File: src/hw/rtl/dcc_pkg.sv
package dcc_pkg;

    localparam int FIELD_W     = 16;
    localparam int SLOT_W      = 4;
    localparam int COUNT_W     = 5;
    localparam int OUT_W       = 18;
    localparam int CFG_INDEX_W = 2;
    localparam int CFG_DATA_W  = 16;

    // item opcodes
    localparam logic CMD_LOAD  = 1'b0;
    localparam logic CMD_QUERY = 1'b1;

    // configuration register indexes
    typedef enum logic [CFG_INDEX_W-1:0] {
        REG_ROBOT_RADIUS,
        REG_ARENA_LENGTH,
        REG_ARENA_WIDTH,
        REG_OBSTACLE_COUNT
    } cfg_reg_t;

    // the four walls, visited in this order
    typedef enum logic [1:0] {
        WALL_LEFT,
        WALL_BOTTOM,
        WALL_RIGHT,
        WALL_TOP
    } wall_t;

    typedef enum logic [2:0] {
        ST_IDLE,
        ST_WALL,
        ST_LOAD,
        ST_WAIT,
        ST_FIN
    } ctl_state_t;

    typedef enum logic [1:0] {
        DS_IDLE,
        DS_PREP,
        DS_MUL,
        DS_ROOT
    } dist_state_t;

    typedef struct packed {
        logic               cmd;
        logic [SLOT_W-1:0]  slot;
        logic [FIELD_W-1:0] pos_x;
        logic [FIELD_W-1:0] pos_y;
        logic [FIELD_W-1:0] obstacle_radius;
    } in_item_t;

    typedef struct packed {
        logic signed [OUT_W-1:0] clearance_value;
        logic                    free_flag;
    } out_item_t;

endpackage

File: src/hw/rtl/dcc_dist.sv
// Serial distance unit: radix-4 digit-serial dx*dx + dy*dy, then a
// restoring square root that retires one root bit per cycle.
module dcc_dist #(
    parameter int COORD_BITS = 16
) (
    input  logic                  clk,
    input  logic                  rst_n,
    input  logic                  start,
    input  logic [COORD_BITS-1:0] px,
    input  logic [COORD_BITS-1:0] py,
    input  logic [COORD_BITS-1:0] ox,
    input  logic [COORD_BITS-1:0] oy,
    output logic                  done,
    output logic [COORD_BITS:0]   root
);

    localparam int C     = COORD_BITS;
    localparam int R     = C + 1;
    localparam int MD    = (C + 1) / 2;
    localparam int MW    = 2 * MD;
    localparam int AW2   = 2 * R;
    localparam int PW    = C + 3;
    localparam int CNT_W = $clog2(R + 1);

    dcc_pkg::dist_state_t state_reg, state_next;
    logic [CNT_W-1:0] cnt_reg, cnt_next;
    logic             done_reg, done_next;

    logic [MW-1:0]  mx_reg, mx_next, my_reg, my_next;
    logic [C-1:0]   cx_reg, cx_next, cy_reg, cy_next;
    logic [C+1:0]   c3x_reg, c3x_next, c3y_reg, c3y_next;
    logic [AW2-1:0] acc_reg, acc_next;
    logic [R:0]     rem_reg, rem_next;
    logic [R-1:0]   q_reg, q_next;

    logic [C-1:0]   dx, dy;
    logic [C+1:0]   pp_x, pp_y;
    logic [PW-1:0]  pp_sum;
    logic [R+2:0]   rem_sh, trial, diff;
    logic           ge;

    function automatic logic [C+1:0] pp_sel(input logic [1:0] d,
                                            input logic [C-1:0] m,
                                            input logic [C+1:0] m3);
        logic [C+1:0] r;
        case (d)
            2'd0:    r = '0;
            2'd1:    r = (C+2)'(m);
            2'd2:    r = (C+2)'(m) << 1;
            2'd3:    r = m3;
            default: r = '0;
        endcase
        return r;
    endfunction

    assign dx = (px > ox) ? px - ox : ox - px;
    assign dy = (py > oy) ? py - oy : oy - py;

    assign pp_x   = pp_sel(mx_reg[MW-1 -: 2], cx_reg, c3x_reg);
    assign pp_y   = pp_sel(my_reg[MW-1 -: 2], cy_reg, c3y_reg);
    assign pp_sum = PW'(pp_x) + PW'(pp_y);

    // bring down the next two radicand bits and try the next root bit
    assign rem_sh = {rem_reg, acc_reg[AW2-1 -: 2]};
    assign trial  = {1'b0, q_reg, 2'b01};
    assign ge     = (rem_sh >= trial);
    assign diff   = rem_sh - trial;

    always_comb
    begin
        state_next = state_reg;
        cnt_next   = cnt_reg;
        done_next  = 1'b0;
        mx_next    = mx_reg;
        my_next    = my_reg;
        cx_next    = cx_reg;
        cy_next    = cy_reg;
        c3x_next   = c3x_reg;
        c3y_next   = c3y_reg;
        acc_next   = acc_reg;
        rem_next   = rem_reg;
        q_next     = q_reg;
        case (state_reg)
            dcc_pkg::DS_IDLE:
            begin
                if (start)
                begin
                    mx_next    = MW'(dx);
                    my_next    = MW'(dy);
                    cx_next    = dx;
                    cy_next    = dy;
                    state_next = dcc_pkg::DS_PREP;
                end
            end
            dcc_pkg::DS_PREP:
            begin
                c3x_next   = (C+2)'(cx_reg) + ((C+2)'(cx_reg) << 1);
                c3y_next   = (C+2)'(cy_reg) + ((C+2)'(cy_reg) << 1);
                acc_next   = '0;
                cnt_next   = '0;
                state_next = dcc_pkg::DS_MUL;
            end
            dcc_pkg::DS_MUL:
            begin
                acc_next = (acc_reg << 2) + AW2'(pp_sum);
                mx_next  = mx_reg << 2;
                my_next  = my_reg << 2;
                cnt_next = cnt_reg + 1'b1;
                if (cnt_reg == CNT_W'(MD - 1))
                begin
                    cnt_next   = '0;
                    rem_next   = '0;
                    q_next     = '0;
                    state_next = dcc_pkg::DS_ROOT;
                end
            end
            dcc_pkg::DS_ROOT:
            begin
                acc_next = acc_reg << 2;
                rem_next = ge ? diff[R:0] : rem_sh[R:0];
                q_next   = {q_reg[R-2:0], ge};
                cnt_next = cnt_reg + 1'b1;
                if (cnt_reg == CNT_W'(R - 1))
                begin
                    done_next  = 1'b1;
                    state_next = dcc_pkg::DS_IDLE;
                end
            end
            default:
            begin
                state_next = dcc_pkg::DS_IDLE;
            end
        endcase
    end

    always_ff @(posedge clk or negedge rst_n)
    begin
        if (!rst_n)
        begin
            state_reg <= dcc_pkg::DS_IDLE;
            cnt_reg   <= '0;
            done_reg  <= 1'b0;
        end
        else
        begin
            state_reg <= state_next;
            cnt_reg   <= cnt_next;
            done_reg  <= done_next;
        end
    end

    always_ff @(posedge clk)
    begin
        mx_reg  <= mx_next;
        my_reg  <= my_next;
        cx_reg  <= cx_next;
        cy_reg  <= cy_next;
        c3x_reg <= c3x_next;
        c3y_reg <= c3y_next;
        acc_reg <= acc_next;
        rem_reg <= rem_next;
        q_reg   <= q_next;
    end

    assign done = done_reg;
    assign root = q_reg;

endmodule

File: config.mk
export PLATFORM = sky130hd
export DESIGN_NAME = dcc_dist
export DESIGN_NICKNAME = d
export VERILOG_FILES = /design/src/hw/rtl/dcc_pkg.sv /design/src/hw/rtl/dcc_dist.sv
export SDC_FILE = /design/constraint.sdc
export NUM_CORES = 1
export LEC_CHECK = 0
export BUFFER_PORTS_ARGS = -buffer_cell sky130_fd_sc_hd__buf_2
export CAP_MARGIN = 20
export CORE_UTILIZATION = 50
export DETAILED_ROUTE_END_ITERATION = 10
export GPL_ROUTABILITY_DRIVEN = 0
export HOLD_SLACK_MARGIN = 0.06
export PLACE_DENSITY = 0.76
export SLEW_MARGIN = 10
export SYNTH_ARGS = -nofsm -noshare
export SYNTH_HDL_FRONTEND = slang
export SYNTH_SLANG_ARGS = --single-unit
File: constraint.sdc
create_clock -name clk -period 9.62 [get_ports clk]
set_input_delay 0.962 -clock clk [delete_from_list [all_inputs] [get_ports clk]]
set_output_delay 0.962 -clock clk [all_outputs]
set_load 0.05 [all_outputs]
==> impl_metrics.env, run 1 <==
export IMPL_synth_cell_types=85
export IMPL_fin_area_sq_um=15600
export IMPL_arrival_ns=5.41
export IMPL_ir_drop_uv=211
export IMPL_antenna_left=0
export IMPL_antenna_found_initial=0
export IMPL_dp_hpwl_microns=22000
export IMPL_synth_edf_count=169
export IMPL_final_cell_mix="edfxtp_1, ha_1, inv_1"
export IMPL_rows=61
export IMPL_yosys_warnings=0
export IMPL_grt_pass1_wl_microns=49900
export IMPL_yosys_area_top_type_share_pct=35.6
export IMPL_finalNetCount=1730
export IMPL_initialDrtViolationCount=680
export IMPL_ys_ff_latch=177
export IMPL_root_buffer="clkbuf_16"
export IMPL_power_density_nw_per_um2=374
export IMPL_clk_latency_ns=0.44
export IMPL_slew_limit_headroom_pct=31.9
export IMPL_finalSetupViolCount=0
export IMPL_rrSetupSlack_ns=4.38
export IMPL_die_x_microns=171
export IMPL_worstSetupPathType="reg2reg"
export IMPL_synth_top_area_cell="edfxtp_1"
export IMPL_async_flop_share_pct=4.52
export IMPL_worst_pin_slew_ns=1.02
export IMPL_hold_class="in2async"
export IMPL_path_clk_slew_ns=0.07
export IMPL_skew_ns=0.0105
export IMPL_synth_flop_cell="edfxtp_1"
export IMPL_avgSynthCellArea_sq_um=9.95
export IMPL_grt_use_total_pct=21.1
export IMPL_fp_dieArea_sq_um=29200
export IMPL_synthTopCellsByArea="edfxtp_1, ha_1, mux2_2, xnor2_1, inv_1"
export IMPL_rsz0062_at_grt="false"
export IMPL_initial_core_util_pct=51.1
export IMPL_clock_sinks=177
export IMPL_power_leakage_nw=6.65
export IMPL_tns_ns=0
export IMPL_grt_start_max_net_pins=38
export IMPL_hold_ws_ns=0.352
export IMPL_gr_total_overflow=0
export IMPL_synth_fp_nets=1666
export IMPL_coreArea_sq_um=27900
export IMPL_cts_hold_fix_buffers=0
export IMPL_cts_tree="done"
export IMPL_drv_cap=0
export IMPL_utilization_pct=55.7
export IMPL_post_drt_via_cell_ratio=5.69
export IMPL_cp_max_fo=22
export IMPL_clockBufferDepth=2
export IMPL_crit_required_ns=9.79
export IMPL_drt_pass1_iterations=4
export IMPL_fin_crit_ns=5.24
export IMPL_place_area_sq_um=15000
export IMPL_grt_pass1_vias=10700
export IMPL_layout_commonest_cell="edfxtp_1"
export IMPL_post_cts_setup_buffer_count=0
export IMPL_start_kind="register"
export IMPL_ios=85
export IMPL_final_setup_worst_slack_ns=4.38
export IMPL_io_buffers=84
export IMPL_synth_seq_area_share_pct=37.0
export IMPL_run_status="completed"
export IMPL_crit_path_end_kind="register"
export IMPL_netlist_area_sq_um=14300
export IMPL_antenna_cells=0
export IMPL_pre_cts_ws_ns=4.42
export IMPL_drc=0
export IMPL_die_y_microns=171
export IMPL_dr_total_vias=10700
export IMPL_fmaxAchievable_mhz=191
export IMPL_largest_reg_flops=34
export IMPL_finalCritPeriodShare_pct=54.5
export IMPL_report_final_slew_viol_count=0
export IMPL_htree_levels=4
export IMPL_totalWireLength_microns=29300
export IMPL_postSynthCellCount=1434
export IMPL_final_hold_viol_count=0
export IMPL_synthToLayoutAreaGrowth_pct=9.16
export IMPL_cts_buffers=17
export IMPL_drive_above_1_share_pct=13.6
export IMPL_wl_per_cell_microns=15.5
export IMPL_cts_resized=0
per-layer routing:
| layer | GRT usage (%) | up-vias | wire, microns | part of all wire [%] |
|---|---|---|---|---|
| li1 | - | 5361 | - | - |
| met5 | 0 | - | 0 | 0 |
| met1 | 27.3 | 5052 | 13600 | 47 |
| met2 | 36.2 | 288 | 13900 | 47 |
| met3 | 2.73 | 47 | 1090 | 3.7 |
| met4 | 7.22 | 0 | 676 | 2.3 |
worst paths after layout:
kind / start / cells after the start / end
worst min register to register: cnt_reg[4] / 1 / cnt_reg[4]
worst max register to register: my_reg[14] / 13 / acc_reg[21]
min in group clk: cnt_reg[4] / 1 / cnt_reg[4]
worst min-delay path: rst_n / 1 / done
worst max-delay path: my_reg[14] / 13 / acc_reg[21]
max in group asynchronous: rst_n / 1 / cnt_reg[1]
cells in the mapped netlist, types with 4 or more instances:
cell,number
xor2_1,28
o21ai_0,95
a22o_1,33
buf_2,12
a2111oi_0,5
ha_1,142
nand4_1,14
o41ai_1,5
o21a_1,14
nand2_1,92
nor4_1,4
fa_1,23
a211oi_1,18
and2_1,9
o31a_1,6
nand2b_1,10
and3_1,16
mux2i_1,32
a211o_1,4
mux2_2,52
nor2b_1,23
o31ai_1,8
a21o_1,24
xnor2_1,64
a21oi_1,82
o21bai_1,13
buf_4,4
o311ai_0,4
dfrtp_1,8
nor2_1,100
clkbuf_1,24
or3_1,8
edfxtp_1,169
inv_1,136
or2_2,8
a21boi_0,7
o211ai_1,8
nand3_1,27
a31oi_1,12
nor3_1,27
where the power goes:
part / internal (mW) / switching (mW) / total [mW] / leakage (nW)
clock: 0.365 / 0.317 / 0.682 / 0.275
sequential: 1.39 / 0.243 / 1.64 / 1.75
combinational: 1.46 / 2.05 / 3.50 / 4.62
worst max-delay path, stage by stage (launching register included):
cell,delay (ns)
edfxtp_1,0.81
nor2b_1,0.84
a22oi_1,0.27
fa_1,0.53
inv_1,0.06
fa_1,0.46
a21o_1,0.22
a221oi_1,0.40
a21oi_1,0.22
a41oi_1,0.48
o21ai_0,0.26
nand3_1,0.19
xor2_1,0.15
o21ai_0,0.08
logic make-up after synthesis:
kind of cell | share of synthesized area (%)
XOR/XNOR | 5.65
flip-flops | 37.0
multiplexers | 6.43
AO/OA/AOI/OAI | 17.6
buffers and inverters | 5.34
AND/OR/NAND/NOR | 12.3
adder cells (fa/ha/maj) | 15.7
metrics by stage:
stage / std cells / total power, mW
2_1_floorplan: 1434 / 4.35
3_3_place_gp: 1856 / 4.98
3_5_place_dp: 1857 / 5.10
4_1_cts: 1889 / 5.81
5_1_grt: 1889 / 6.32
6_report: 1889 / 5.82
final cells by class:
type	instances	area [sq um]
Tap cell	378	473
Multi-Input combinational cell	1072	8240
Fill cell	2401	12400
Timing Repair Buffer	93	495
Clock buffer	18	429
Clock inverter	14	141
Inverter	137	514
Sequential cell	177	5280
No activity file was read; power rests on OpenSTA's default activity.
==> run 2, diff against run 1 <==
- clock period: 9.62 -> 5.3 ns (I/O delays scaled with it)
==> impl_metrics.env, run 2 (synthesis results as in run 1) <==
export IMPL_crit_path_end_kind="register"
export IMPL_final_hold_viol_count=0
export IMPL_fin_cells=1896
export IMPL_fp_dieArea_sq_um=29200
export IMPL_rows=61
export IMPL_drive_above_1_share_pct=14.0
export IMPL_root_buffer="clkbuf_16"
export IMPL_power_density_nw_per_um2=677
export IMPL_io_buffers=84
export IMPL_die_y_microns=171
export IMPL_initialDrtViolationCount=683
export IMPL_path_clk_slew_ns=0.08
export IMPL_tns_ns=0
export IMPL_finalNetCount=1737
export IMPL_met3_length_microns=943
export IMPL_fmaxAchievable_mhz=217
export IMPL_die_x_microns=171
export IMPL_drt_pass1_iterations=5
export IMPL_fin_crit_ns=4.61
export IMPL_finalCritPeriodShare_pct=87.0
export IMPL_place_area_sq_um=15000
export IMPL_layout_commonest_cell="edfxtp_1"
export IMPL_cp_max_fo=19
export IMPL_cts_resized=0
export IMPL_gr_total_overflow=0
export IMPL_antenna_found_initial=0
export IMPL_coreArea_sq_um=27900
export IMPL_met1_length_microns=13300
export IMPL_cts_tree="done"
export IMPL_multi_input_area_sq_um=8240
export IMPL_grt_pass1_wl_microns=50100
export IMPL_fin_area_sq_um=15700
export IMPL_grt_pass1_vias=10700
export IMPL_drc=0
export IMPL_nFillCells=2426
export IMPL_initial_core_util_pct=51.1
export IMPL_totalWireLength_microns=29300
export IMPL_grt_start_max_net_pins=38
export IMPL_clk_latency_ns=0.44
export IMPL_slew_limit_headroom_pct=33.5
export IMPL_post_cts_setup_buffer_count=0
export IMPL_hold_ws_ns=0.469
export IMPL_antenna_cells=0
export IMPL_power_leakage_nw=6.70
export IMPL_register_area_sq_um=5280
export IMPL_dr_total_vias=10800
export IMPL_final_cell_mix="edfxtp_1, ha_1, inv_1"
export IMPL_top_layer="met4"
export IMPL_dp_cells=1862
export IMPL_arrival_ns=4.77
export IMPL_skew_ns=0.0136
export IMPL_rsz0062_at_grt="false"
export IMPL_clock_sinks=177
export IMPL_cts_buffers=17
export IMPL_dr_wl_met2_microns=14400
export IMPL_report_final_slew_viol_count=0
export IMPL_ir_drop_uv=387
export IMPL_post_drt_via_cell_ratio=5.71
export IMPL_hold_class="in2async"
export IMPL_wl_per_cell_microns=15.5
export IMPL_synthToLayoutAreaGrowth_pct=9.82
export IMPL_worst_pin_slew_ns=0.996
export IMPL_clockBufferDepth=2
export IMPL_dp_hpwl_microns=22100
export IMPL_grt_use_total_pct=21.1
export IMPL_crit_required_ns=5.46
export IMPL_htree_levels=4
export IMPL_start_kind="register"
export IMPL_drv_cap=0
export IMPL_worstSetupPathType="reg2reg"
export IMPL_largest_reg_flops=34
export IMPL_ios=85
export IMPL_finalSetupViolCount=0
export IMPL_run_status="completed"
export IMPL_antenna_left=0
run 2: changes by cell type in the layout (fill, tap and decap cells not counted):
| cell | before | now |
|---|---|---|
| bufinv_16 | 1 | 0 |
| clkinv_1 | 3 | 2 |
| buf_4 | 8 | 13 |
| clkinv_4 | 1 | 4 |
| dlygate4sd3_1 | 0 | 1 |
| inv_6 | 7 | 2 |
| clkinvlp_4 | 2 | 1 |
| clkbuf_1 | 1 | 0 |
| buf_16 | 0 | 1 |
| clkinv_8 | 0 | 3 |
| inv_8 | 2 | 5 |
run 2: path summary, 6_finish.rpt:
check	startpoint	endpoint	slack (ns)	depth (start not counted)
max	mx_reg[15]	acc_reg[29]	0.69	13
min in group clk	cnt_reg[4]	cnt_reg[4]	0.54	1
max in group asynchronous	rst_n	state_reg[0]	4.66	2
min	rst_n	cnt_reg[3]	0.47	2
min reg2reg	cnt_reg[4]	cnt_reg[4]	0.54	1
max reg2reg	mx_reg[15]	acc_reg[29]	0.69	13
run 2: final cells by class:
class / count / area share (%)
clock buffers: 17 / 2.72
multi-input cells: 1072 / 52.6
flip-flops and latches: 177 / 33.7
well taps: 378 / 3.02
repair buffers: 100 / 3.64
inverters: 137 / 3.28
clock inverters: 15 / 1.05
run 2: per-layer routing:
metal | GRT usage [%] | up-vias
met5 | 0 | -
met4 | 6.91 | 0
met2 | 37.3 | 268
met1 | 26.7 | 5143
met3 | 2.50 | 41
li1 | - | 5367
run 2: worst max-delay path, cell delays in order, from the launching register on:
cell      delay, ns
edfxtp_1       0.62
nor2b_1        0.46
a22oi_1        0.19
fa_1           0.53
inv_1          0.06
fa_1           0.46
a21o_1         0.21
a221oi_1       0.42
a21oi_1        0.23
a41oi_1        0.49
o21a_1         0.30
nor3_1         0.09
xnor2_1        0.17
o21ai_0        0.11
run 2: timing repair:
action | CTS | global route
endpoints found under the setup margin | 0 | 0
endpoints found under the hold margin | 8 | 0
hold buffers | 1 | 0
run 2: per-stage QoR:
| stage | setup slack [ns] | utilization [%] | total power, mW |
|---|---|---|---|
| global route | 0.316 | 56.1 | 11.6 |
| detailed placement | 0.780 | 53.8 | 9.29 |
| finish | 0.688 | 56.1 | 10.6 |
| floorplan | 1.15 | - | 7.89 |
| global placement | 0.869 | 53.8 | 9.09 |
| CTS | 0.729 | 56.0 | 10.6 |
run 2: report_power, final:
part / switching (mW) / leakage (nW) / total (mW) / internal, mW
clock: 0.612 / 0.286 / 1.25 / 0.634
sequential: 0.396 / 1.75 / 2.92 / 2.53
combinational: 3.74 / 4.67 / 6.44 / 2.69
==> run 3, diff against run 2 <==
- CORE_UTILIZATION: 50 -> 45
- PLACE_DENSITY: 0.76 -> 0.72
- clock period: 5.3 -> 3.9 ns (I/O delays scaled with it)
==> impl_metrics.env, run 3 (synthesis results as in run 1) <==
export IMPL_final_hold_viol_count=0
export IMPL_rrSetupSlack_ns=0.14
export IMPL_finalCritPeriodShare_pct=96.3
export IMPL_antenna_left=0
export IMPL_tns_ns=0
export IMPL_hold_ws_ns=0.327
export IMPL_final_setup_worst_slack_ns=0.144
export IMPL_p_switching_mw=6.90
export IMPL_final_cell_mix="edfxtp_1, inv_1, ha_1"
export IMPL_drt_pass1_iterations=6
export IMPL_finalNetCount=1756
export IMPL_utilization_pct=51.9
export IMPL_path_clk_slew_ns=0.08
export IMPL_htree_levels=4
export IMPL_dr_total_vias=10900
export IMPL_switching_share_pct=44.4
export IMPL_report_final_slew_viol_count=0
export IMPL_ios=85
export IMPL_root_buffer="clkbuf_16"
export IMPL_antenna_found_initial=0
export IMPL_initial_core_util_pct=46.2
export IMPL_grt_use_total_pct=19.1
export IMPL_synthToLayoutAreaGrowth_pct=12.3
export IMPL_largest_reg_flops=34
export IMPL_rows=64
export IMPL_fp_dieArea_sq_um=32400
export IMPL_slew_limit_headroom_pct=32.0
export IMPL_rsz0062_at_grt="true"
export IMPL_skew_ns=0.0137
export IMPL_cp_max_fo=7
export IMPL_fmaxAchievable_mhz=266
export IMPL_grt_start_max_net_pins=56
export IMPL_layout_commonest_cell="edfxtp_1"
export IMPL_nFillCells=2748
export IMPL_worst_pin_slew_ns=1.02
export IMPL_critPathMaxStageDelay_ns=0.49
export IMPL_coreArea_sq_um=30900
export IMPL_r2r_end="acc_reg[30]"
export IMPL_run_status="completed"
export IMPL_ir_drop_uv=580
export IMPL_clock_sinks=177
export IMPL_drc=0
export IMPL_fin_crit_ns=3.76
export IMPL_hold_class="in2async"
export IMPL_wl_per_cell_microns=15.9
export IMPL_initialDrtViolationCount=672
export IMPL_gr_total_overflow=0
export IMPL_pre_cts_ws_ns=-0.0772
export IMPL_reg2regPathDepth=15
export IMPL_cts_tree="done"
export IMPL_p_comb_share_pct=63.7
export IMPL_rr_startpoint="mx_reg[14]"
export IMPL_clockPowerShare_pct=10.8
export IMPL_antenna_cells=0
export IMPL_die_x_microns=180
export IMPL_arrival_ns=3.92
export IMPL_power_density_nw_per_um2=969
export IMPL_intPower_mw=8.63
export IMPL_startpoint="mx_reg[14]"
export IMPL_totalWireLength_microns=30700
export IMPL_drive_above_1_share_pct=16.5
export IMPL_crit_path_end_kind="register"
export IMPL_multi_input_area_sq_um=8460
export IMPL_crit_required_ns=4.06
export IMPL_cts_buffers=17
export IMPL_cp_cell_sequence="buf_6 -> mux2_2 -> a22o_1 -> fa_1 -> ha_4 -> buf_4 -> o21ai_0 -> o21ai_1 -> nand3_1 -> a21oi_1 -> o21bai_1 -> buf_4 -> a211oi_1 -> xnor2_1 -> o21ai_0"
export IMPL_finalSetupViolCount=0
export IMPL_p_seq_share_pct=25.5
export IMPL_post_drt_via_cell_ratio=5.64
export IMPL_power_leakage_nw=6.82
export IMPL_drv_cap=0
export IMPL_cp_slowest_cell="edfxtp_1"
export IMPL_grt_pass1_wl_microns=51200
export IMPL_worstSetupPathType="reg2reg"
export IMPL_register_area_sq_um=5280
export IMPL_clockBufferDepth=2
export IMPL_die_y_microns=180
export IMPL_dp_hpwl_microns=23000
export IMPL_grt_pass1_vias=10700
export IMPL_clk_latency_ns=0.44
export IMPL_start_kind="register"
export IMPL_io_buffers=84
run 3: how the worst max path moves through the flow:
stage | endpoint | slack (ns) | depth (start not counted)
6_report | acc_reg[30] | 0.14 | 15
3_3_place_gp | acc_reg[23] | -0.005 | 14
3_5_place_dp | acc_reg[21] | -0.08 | 14
5_1_grt | acc_reg[27] | -0.04 | 13
2_1_floorplan | acc_reg[21] | 0.02 | 15
4_1_cts | acc_reg[21] | 0.02 | 15
run 3: per-stage QoR:
| step | power [mW] | cell area [sq um] | instances |
|---|---|---|---|
| finish | 15.5 | 16000 | 1932 |
| global route | 16.8 | 16000 | 1932 |
| CTS | 14.8 | 15800 | 1930 |
| detailed placement | 13.0 | 15200 | 1896 |
| global placement | 12.8 | 15200 | 1895 |
| floorplan | 10.8 | 14300 | 1434 |
run 3: power by group through the flow:
stage,clock network (mW),logic [mW],registers [mW]
global route,1.77,11.0,4.07
detailed placement,0,9.05,3.99
CTS,1.70,9.12,3.96
global placement,0,8.78,3.97
floorplan,0,6.66,4.12
finish,1.68,9.89,3.96
run 3: layer usage:
metal	vias to the layer above	track usage [%]	part of all wire, %
met5	-	0	0
met4	0	5.40	1.7
met2	270	34.1	49
li1	5403	-	-
met3	35	1.90	3.3
met1	5198	24.6	46
run 3: worst max-delay path: cells and delay by family, from the launching register on:
kind            cells  cell delay, ns
mux                 1            0.33
simple gates        1            0.14
compound gates      7            1.17
buf+inv             3            0.45
xor+xnor            1            0.14
fa+ha+maj           2            0.77
flops               1            0.49
run 3: cell type report:
type                       count  area share [%]
clock buffer                  17            2.65
clock inverter                14           0.874
inverter                     137            3.21
multi-input combinational   1072            52.8
sequential                   177            32.9
tap                          396            3.09
timing repair buffer         119            4.45
run 3: repair_timing:
action / in CTS / in global routing
endpoints found under the setup margin: 8 / 19
setup buffers: 2 / 4
hold buffers: 1 / 0
pin swaps: 0 / 21
gates resized for setup: 0 / 41
hold endpoints to repair: 8 / 0
